<file path="src/sv/pfc_pkg.sv">
`timescale 1ns / 1ps
package pfc_pkg;

  localparam int SqDim    = 5;
  localparam int SqCells  = SqDim * SqDim;
  localparam int CodeW    = 5;
  localparam int SqW      = SqCells * CodeW;
  localparam int CfgW     = 50;
  localparam int QDepth   = 4;
  localparam int QAw      = $clog2(QDepth);

  localparam logic [CodeW-1:0] CODE_I = 5'd8;
  localparam logic [CodeW-1:0] CODE_J = 5'd9;
  localparam logic [CodeW-1:0] CODE_Q = 5'd16;
  localparam logic [CodeW-1:0] CODE_X = 5'd23;

  localparam logic [7:0] ASCII_UA = 8'h41;
  localparam logic [7:0] ASCII_UZ = 8'h5A;
  localparam logic [7:0] ASCII_LA = 8'h61;
  localparam logic [7:0] ASCII_LZ = 8'h7A;

  typedef enum logic [1:0] {
    CFG_MODE   = 2'd0,
    CFG_ROWS01 = 2'd1,
    CFG_ROWS23 = 2'd2,
    CFG_ROW4   = 2'd3
  } cfg_idx_t;

  // one pair to substitute, or an empty end marker
  typedef struct packed {
    logic             empty;
    logic             last;
    logic             dec;
    logic [CodeW-1:0] a;
    logic [CodeW-1:0] b;
  } job_t;

  typedef struct packed {
    logic [2:0] row;
    logic [2:0] col;
  } pos_t;

  function automatic logic [CodeW-1:0] split_filler(input logic [CodeW-1:0] code);
    return (code == CODE_X) ? CODE_Q : CODE_X;
  endfunction

  // first matching cell wins; no match gives cell 0
  function automatic pos_t locate(input logic [SqW-1:0] sq, input logic [CodeW-1:0] code);
    pos_t p;
    p = '0;
    for (int r = SqDim - 1; r >= 0; r--) begin
      for (int c = SqDim - 1; c >= 0; c--) begin
        if (sq[(r * SqDim + c) * CodeW +: CodeW] == code) begin
          p.row = 3'(r);
          p.col = 3'(c);
        end
      end
    end
    return p;
  endfunction

  // one step along a row or column, wrapping
  function automatic logic [2:0] step5(input logic [2:0] x, input logic dec);
    logic [2:0] y;
    if (dec) begin
      y = (x == 3'd0) ? 3'(SqDim - 1) : x - 3'd1;
    end else begin
      y = (x == 3'(SqDim - 1)) ? 3'd0 : x + 3'd1;
    end
    return y;
  endfunction

  function automatic logic [CodeW-1:0] cell_code(input logic [SqW-1:0] sq, input pos_t p);
    logic [4:0] idx;
    logic [6:0] off;
    idx = 5'(p.row) * 5'(SqDim) + 5'(p.col);
    off = 7'(idx) * 7'(CodeW);
    return sq[off +: CodeW];
  endfunction

endpackage

</file>
<file path="src/sv/pfc_front.sv">
`timescale 1ns / 1ps
module pfc_front (
  input  logic                clk,
  input  logic                rst_n,
  input  logic                decrypt_mode,
  input  logic                in_valid,
  output logic                in_ready,
  input  logic [7:0]          char_in,
  input  logic                end_of_text,
  output logic                push,
  output pfc_pkg::job_t       push_job,
  input  logic                q_full
);
  import pfc_pkg::*;

  logic             pend_v_r, pend_v_nxt;
  logic [CodeW-1:0] pend_l_r, pend_l_nxt;
  logic             hold_v_r, hold_v_nxt;
  job_t             hold_r, hold_nxt;

  logic             acc;
  logic             is_letter;
  logic [CodeW-1:0] c;
  logic             ja_v, jb_v;
  job_t             ja, jb, first;

  assign in_ready = !hold_v_r && !q_full;
  assign acc      = in_valid && in_ready;

  always_comb begin
    is_letter = 1'b0;
    c         = '0;
    if (char_in >= ASCII_UA && char_in <= ASCII_UZ) begin
      is_letter = 1'b1;
      c         = CodeW'(char_in - ASCII_UA);
    end else if (char_in >= ASCII_LA && char_in <= ASCII_LZ) begin
      is_letter = 1'b1;
      c         = CodeW'(char_in - ASCII_LA);
    end
    if (is_letter && c == CODE_J) begin
      c = CODE_I;
    end

    pend_v_nxt = pend_v_r;
    pend_l_nxt = pend_l_r;
    ja_v       = 1'b0;
    jb_v       = 1'b0;
    ja         = '{empty: 1'b0, last: 1'b0, dec: decrypt_mode, a: pend_l_r, b: c};
    jb         = '{empty: 1'b0, last: 1'b1, dec: decrypt_mode, a: '0, b: '0};

    if (is_letter) begin
      if (!pend_v_r) begin
        pend_v_nxt = 1'b1;
        pend_l_nxt = c;
      end else if (!decrypt_mode && pend_l_r == c) begin
        ja_v       = 1'b1;
        ja.b       = split_filler(pend_l_r);
        pend_l_nxt = c;
      end else begin
        ja_v       = 1'b1;
        pend_v_nxt = 1'b0;
      end
    end

    if (end_of_text) begin
      if (pend_v_nxt) begin
        jb_v       = 1'b1;
        jb.a       = pend_l_nxt;
        jb.b       = decrypt_mode ? CODE_X : split_filler(pend_l_nxt);
        pend_v_nxt = 1'b0;
      end else if (!ja_v) begin
        jb_v       = 1'b1;
        jb.empty   = 1'b1;
      end
    end

    first    = ja_v ? ja : jb;
    if (ja_v && !jb_v) begin
      first.last = end_of_text;
    end

    hold_v_nxt = hold_v_r;
    hold_nxt   = hold_r;
    push       = 1'b0;
    push_job   = first;
    if (hold_v_r) begin
      push_job = hold_r;
      if (!q_full) begin
        push       = 1'b1;
        hold_v_nxt = 1'b0;
      end
    end else if (acc) begin
      push = ja_v || jb_v;
      if (ja_v && jb_v) begin
        hold_v_nxt = 1'b1;
        hold_nxt   = jb;
      end
    end
  end

  always_ff @(posedge clk) begin
    if (!rst_n) begin
      pend_v_r <= 1'b0;
      pend_l_r <= '0;
      hold_v_r <= 1'b0;
    end else begin
      hold_v_r <= hold_v_nxt;
      if (acc) begin
        pend_v_r <= pend_v_nxt;
        pend_l_r <= pend_l_nxt;
      end
    end
  end

  always_ff @(posedge clk) begin
    hold_r <= hold_nxt;
  end

endmodule

</file>
<file path="src/sv/pfc_fifo.sv">
`timescale 1ns / 1ps
module pfc_fifo (
  input  logic          clk,
  input  logic          rst_n,
  input  logic          push,
  input  pfc_pkg::job_t push_job,
  output logic          full,
  input  logic          pop,
  output logic          head_v,
  output pfc_pkg::job_t head_job
);
  import pfc_pkg::*;

  job_t           mem [QDepth];
  logic [QAw-1:0] wp_r, wp_nxt;
  logic [QAw-1:0] rp_r, rp_nxt;
  logic [QAw:0]   cnt_r, cnt_nxt;

  assign full     = (cnt_r == (QAw + 1)'(QDepth));
  assign head_v   = (cnt_r != '0);
  assign head_job = mem[rp_r];

  always_comb begin
    wp_nxt  = push ? wp_r + 1'b1 : wp_r;
    rp_nxt  = pop ? rp_r + 1'b1 : rp_r;
    cnt_nxt = cnt_r;
    if (push && !pop) begin
      cnt_nxt = cnt_r + 1'b1;
    end else if (pop && !push) begin
      cnt_nxt = cnt_r - 1'b1;
    end
  end

  always_ff @(posedge clk) begin
    if (!rst_n) begin
      wp_r  <= '0;
      rp_r  <= '0;
      cnt_r <= '0;
    end else begin
      wp_r  <= wp_nxt;
      rp_r  <= rp_nxt;
      cnt_r <= cnt_nxt;
    end
  end

  always_ff @(posedge clk) begin
    if (push) begin
      mem[wp_r] <= push_job;
    end
  end

endmodule

</file>
<file path="src/sv/pfc_back.sv">
`timescale 1ns / 1ps
module pfc_back (
  input  logic                       clk,
  input  logic                       rst_n,
  input  logic [pfc_pkg::SqW-1:0]    square,
  input  logic                       head_v,
  input  pfc_pkg::job_t              head_job,
  output logic                       pop,
  output logic                       out_valid,
  input  logic                       out_ready,
  output logic [pfc_pkg::CodeW-1:0]  letter,
  output logic                       has_letter,
  output logic                       last_out
);
  import pfc_pkg::*;

  // locate stage
  logic l_v_r, l_v_nxt;
  logic l_empty_r, l_last_r, l_dec_r;
  pos_t l_p1_r, l_p2_r;

  // result stage: two words per pair
  logic p_v_r, p_v_nxt;
  logic p_half_r, p_half_nxt;
  logic p_empty_r, p_last_r;
  pos_t p_o1_r, p_o2_r;

  logic l_adv, p_load, p_done, p_free, l_free;
  pos_t o1, o2;

  assign p_done = p_v_r && out_ready && (p_empty_r || p_half_r);
  assign p_free = !p_v_r || p_done;
  assign l_adv  = l_v_r && p_free;
  assign l_free = !l_v_r || l_adv;
  assign pop    = head_v && l_free;
  assign p_load = l_adv;

  always_comb begin
    if (l_p1_r.row == l_p2_r.row) begin
      o1 = '{row: l_p1_r.row, col: step5(l_p1_r.col, l_dec_r)};
      o2 = '{row: l_p2_r.row, col: step5(l_p2_r.col, l_dec_r)};
    end else if (l_p1_r.col == l_p2_r.col) begin
      o1 = '{row: step5(l_p1_r.row, l_dec_r), col: l_p1_r.col};
      o2 = '{row: step5(l_p2_r.row, l_dec_r), col: l_p2_r.col};
    end else begin
      o1 = '{row: l_p1_r.row, col: l_p2_r.col};
      o2 = '{row: l_p2_r.row, col: l_p1_r.col};
    end
  end

  always_comb begin
    l_v_nxt    = l_free ? head_v : l_v_r;
    p_v_nxt    = p_load ? 1'b1 : (p_done ? 1'b0 : p_v_r);
    p_half_nxt = p_half_r;
    if (p_load) begin
      p_half_nxt = 1'b0;
    end else if (p_v_r && out_ready) begin
      p_half_nxt = 1'b1;
    end
  end

  always_ff @(posedge clk) begin
    if (!rst_n) begin
      l_v_r    <= 1'b0;
      p_v_r    <= 1'b0;
      p_half_r <= 1'b0;
    end else begin
      l_v_r    <= l_v_nxt;
      p_v_r    <= p_v_nxt;
      p_half_r <= p_half_nxt;
    end
  end

  always_ff @(posedge clk) begin
    if (pop) begin
      l_empty_r <= head_job.empty;
      l_last_r  <= head_job.last;
      l_dec_r   <= head_job.dec;
      l_p1_r    <= locate(square, head_job.a);
      l_p2_r    <= locate(square, head_job.b);
    end
    if (p_load) begin
      p_empty_r <= l_empty_r;
      p_last_r  <= l_last_r;
      p_o1_r    <= o1;
      p_o2_r    <= o2;
    end
  end

  assign out_valid  = p_v_r;
  assign has_letter = !p_empty_r;
  assign last_out   = p_last_r && (p_empty_r || p_half_r);
  assign letter     = p_empty_r ? '0 : cell_code(square, p_half_r ? p_o2_r : p_o1_r);

endmodule

</file>
<file path="src/sv/playfair_digraph_cipher_unit.sv">
`timescale 1ns / 1ps
// A pair's letter words leave through the queue, the locate stage and the result stage.
// One input word is taken every cycle while the queue has room and no pair is held;
// each pair drains as two output words, the second once the first is taken, so a letter
// stream runs at one byte per cycle while the output is ready. A byte that makes a pair
// alone (split doubled letter) gives two words; a byte yielding two pairs holds input.
// Reset (synchronous, rst_n low) clears the pending letter, queue, pipeline and registers.
module playfair_digraph_cipher_unit (
  input  logic                      clk,
  input  logic                      rst_n,
  input  logic                      in_tvalid,
  output logic                      in_tready,
  input  logic [7:0]                in_tdata,   // [7:0] char_in
  input  logic                      in_tlast,
  output logic                      out_tvalid,
  input  logic                      out_tready,
  output logic [7:0]                out_tdata,  // [4:0] letter, [7:5] zero
  output logic                      out_tuser,  // [0] has_letter
  output logic                      out_tlast,
  input  logic                      cfg_we,
  input  logic [1:0]                cfg_addr,
  input  logic [pfc_pkg::CfgW-1:0]  cfg_wdata
);
  import pfc_pkg::*;

  logic          mode_r;
  logic [49:0]   rows01_r, rows23_r;
  logic [24:0]   row4_r;
  logic [SqW-1:0] square;

  logic          push, q_full, pop, head_v;
  job_t          push_job, head_job;
  logic [CodeW-1:0] letter;

  assign square = {row4_r, rows23_r, rows01_r};

  always_ff @(posedge clk) begin
    if (!rst_n) begin
      mode_r   <= 1'b0;
      rows01_r <= '0;
      rows23_r <= '0;
      row4_r   <= '0;
    end else if (cfg_we) begin
      case (cfg_idx_t'(cfg_addr))
        CFG_MODE:   mode_r   <= cfg_wdata[0];
        CFG_ROWS01: rows01_r <= cfg_wdata[49:0];
        CFG_ROWS23: rows23_r <= cfg_wdata[49:0];
        CFG_ROW4:   row4_r   <= cfg_wdata[24:0];
        default:    mode_r   <= mode_r;
      endcase
    end
  end

  pfc_front u_front (
    .clk          (clk),
    .rst_n        (rst_n),
    .decrypt_mode (mode_r),
    .in_valid     (in_tvalid),
    .in_ready     (in_tready),
    .char_in      (in_tdata),
    .end_of_text  (in_tlast),
    .push         (push),
    .push_job     (push_job),
    .q_full       (q_full)
  );

  pfc_fifo u_fifo (
    .clk      (clk),
    .rst_n    (rst_n),
    .push     (push),
    .push_job (push_job),
    .full     (q_full),
    .pop      (pop),
    .head_v   (head_v),
    .head_job (head_job)
  );

  pfc_back u_back (
    .clk        (clk),
    .rst_n      (rst_n),
    .square     (square),
    .head_v     (head_v),
    .head_job   (head_job),
    .pop        (pop),
    .out_valid  (out_tvalid),
    .out_ready  (out_tready),
    .letter     (letter),
    .has_letter (out_tuser),
    .last_out   (out_tlast)
  );

  assign out_tdata = {3'b000, letter};

endmodule

</file>
<file path="config.mk">
export PLATFORM = sky130hd
export DESIGN_NAME = playfair_digraph_cipher_unit
export DESIGN_NICKNAME = d
export VERILOG_FILES = /design/src/sv/pfc_pkg.sv /design/src/sv/pfc_front.sv /design/src/sv/pfc_fifo.sv /design/src/sv/pfc_back.sv /design/src/sv/playfair_digraph_cipher_unit.sv
export SDC_FILE = /design/constraint.sdc
export NUM_CORES = 1
export LEC_CHECK = 0
export BUFFER_PORTS_ARGS = -buffer_cell sky130_fd_sc_hd__buf_2
export CAP_MARGIN = 10
export CORE_MARGIN = 1
export CORE_UTILIZATION = 40
export DETAILED_ROUTE_END_ITERATION = 12
export PLACE_DENSITY = 0.57
export SYNTH_ARGS = -nofsm -noshare
export SYNTH_HDL_FRONTEND = slang
export SYNTH_SLANG_ARGS = --single-unit
</file>
<file path="constraint.sdc">
create_clock -name clk -period 12 [get_ports clk]
set_input_delay 1.8 -clock clk [delete_from_list [all_inputs] [get_ports clk]]
set_output_delay 1.8 -clock clk [all_outputs]
set_load 0.01 [all_outputs]
</file>
==> run metrics <==
Period minus WS final=8.50 ns; Worst Path Arrival=6.70 ns; synth cell count leaders=nand2_1, a21oi_1, xnor2_1; die area=46000 sq um; CP most frequent cell=ha_1; Synth Area in Compound Gates=11.0%; hold_sp=u_back.l_last_r$_DFFE_PP_; # Post-CTS Setup Buffers=0; Die H=214 um; detailed-route via count=14900; Reg2Reg Setup Slack=8.01 ns; max cap viols=0; sequential share of the synthesized area=31.1%; worst-margin pin slew=1.23 ns; Worst EP required=10.20 ns; PostCTS Resize Cnt=0; routability congestion estimate=0.948; first-pass GRT wire length=88300 um; post-route ant nets=0; crit end category=output pin; initial antenna violation count=0; post-synthesis adder-cell area fraction=2.97%; post-synthesis xor/xnor area fraction=13.6%; area leader, netlist=dfxtp_1; Post-Synth Simple-Gate Area=15.7%; slowest CP cell=fa_1; Crit Path Max Fanout=14; Min-Delay Path Class=reg2reg; Max stage delay on crit path=0.94 ns; Unique masters post-synth=75; CTS HTree Levels=1; area of the mapped netlist=18000 sq um; largest net degree at the start of global routing=77; flops & latches, synth=235; FF-to-FF End=u_back.l_p2_r[0]$_SDFFCE_PP0P_; mux cell area share after synthesis=19.7%; fill count=4305; status=complete, no violations; unrepaired setup endpoints after global routing=no; Inserted Clock Buffers=28; GR Layer Usage met2=39.8%; clk_lat worst skew=0.59 ns; Final Hold Viols=0; Longest Clk Path Bufs=3; top_reg_cell synth=dfxtp_1; IO buf count=74; Overall Global Routing Usage=24.6%; layer with the highest usage=met2; Area Overhead vs Synth=7.76%; Worst-path clk slew=0.06 ns; WL/cell=22.6 um; worst-path cell chain=mux2_2 > ha_1 > ha_1 > ha_1 > a21o_1 > a21oi_1 > xnor3_1 > ha_1 > fa_1 > clkinv_1 > mux4_2 > mux4_2 > nand2_1 > a21oi_1 > a211oi_1 > buf_2; met1 GRT Util=35.1%; most frequent cell after synthesis=nand2_1; R2R depth=9; YS warnings=0; Hold EP=u_back.p_last_r$_DFFE_PP_; EDFF count, synth=90; Final period util=70.8%; CTS tree=yes; final hold slack=0.430 ns; share of layout cells above drive strength 1=14.8%; number of diodes=0; hold depth=0; crit path launch type=flip-flop; # hold bufs at CTS=0; gate count after technology mapping=1974; Starting Density=40.7%; Top Ports=78; Max Freq=118 MHz; Post-Syn Area per Cell=9.14 sq um; fraction of registers with async set/reset=0%; max-slew violations=0; main combinational cell family by area after synthesis=multiplexers; die width=214 um; Core Region=44300 sq um; DRC=0; Worst slew margin=17.9%; num rows=77; setup TNS=0 ns; Num Clock Sinks=235; vias in the first global route=14000; share of Yosys cell area claimed by the top area cell type=16.1%; endpoints failing setup=0; vias per cell=5.87; Iteration-0 DRC Markers=1396; Initial DRT Pass Iterations=5; hpwl dp=40600 um; wirelength, routed=57200 um; clk root buf=clkbuf_16; GR Overflow Total=0; Worst Setup SP=u_back.p_half_r$_SDFFE_PP0P_; Synth area leaders=dfxtp_1, edfxtp_1, mux4_2; critical path class=reg2out; met3 capacity usage during global routing=3.13%; clock skew=0.0168 ns; NumNets Final=2026
## metal layers
layer	up-vias	routed length [um]
met4	0	995
li1	6864	-
met3	62	3870
met1	7389	25900
met5	-	0
met2	546	26500
## critical path, delay by kind of cell (launching register included)
kind,cells,cell delay (ns)
AOI/OAI and AO/OA,4,0.80
xor gates and xnor gates,1,0.28
adders and majority gates,5,2.19
buffers and inverters,2,0.74
DFF,1,0.54
muxes,3,1.47
and+or+nand+nor,1,0.09
## kinds of logic after synthesis
family                   Yosys count
AND/OR/NAND/NOR                  641
AO/OA/AOI/OAI                    333
XOR/XNOR                         276
flip-flops                       235
multiplexers                     226
buffers and inverters            221
adder cells (fa/ha/maj)           41
other                              1
## cell usage in the layout, fill, tap and decap left out, drive strengths merged, types with 5 or more instances in the layout
cell    instances
nor2           76
ha             38
nor3           72
and3            8
o21a            7
dfxtp         145
edfxtp         90
buf            99
a31oi           8
o211ai         11
mux2           25
o31a            5
clkbuf         33
clkinv         12
a311oi          8
nand2         348
xnor2         159
nor4            9
xor2          116
nor2b          16
a22oi           8
a221oi         12
nand3          67
a211oi         11
and2            9
or3             6
or2             6
nand2b          6
mux4           99
o21ai          47
a21oi         181
mux2i         102
inv            36
## through the flow
step                      setup WS, ns  instance area, sq um  utilization [%]  cells
after global placement            4.10                 18400             41.6   2480
after global routing              3.20                 19400             43.9   2533
after CTS                         3.44                 19400             43.8   2532
after detailed placement          4.07                 18400             41.6   2480
after floorplan                   5.43                 18000                -   1976
final                             3.50                 19400             43.9   2533
## sequential cells by signal, summed over array words and instances, names as in the netlist, 2 cells and up, named ones only
name,flops
u_fifo.mem,52
rows01_r,50
rows23_r,50
row4_r,25
u_front.hold_r,9
u_back.l_p1_r,6
u_back.l_p2_r,6
u_back.p_o1_r,6
u_back.p_o2_r,6
u_front.pend_l_r,5
u_fifo.cnt_r,3
u_fifo.rp_r,2
u_fifo.wp_r,2
## how the worst max path moves through the flow
stage                         endpoint  slack, ns  depth (start not counted)
after floorplan           out_tdata[1]       5.43                         16
final                     out_tdata[1]       3.50                         16
after CTS                 out_tdata[1]       3.44                         16
after global routing      out_tdata[1]       3.20                         16
after global placement    out_tdata[1]       4.10                         16
after detailed placement  out_tdata[1]       4.07                         16
## cell type report
| type | instances | area [sq um] | share of cell area, % |
|---|---|---|---|
| Multi-Input combinational cell | 1520 | 11400 | 58.7 |
| Clock buffer | 33 | 749 | 3.86 |
| Inverter | 35 | 134 | 0.689 |
| Timing Repair Buffer | 99 | 558 | 2.87 |
| Clock inverter | 19 | 246 | 1.27 |
| Tap cell | 592 | 741 | 3.81 |
| Sequential cell | 235 | 5610 | 28.8 |
Power is left out: the tool's default activity adds up to more than one toggle a clock period on the data nets, which glitch-free logic cannot reach.
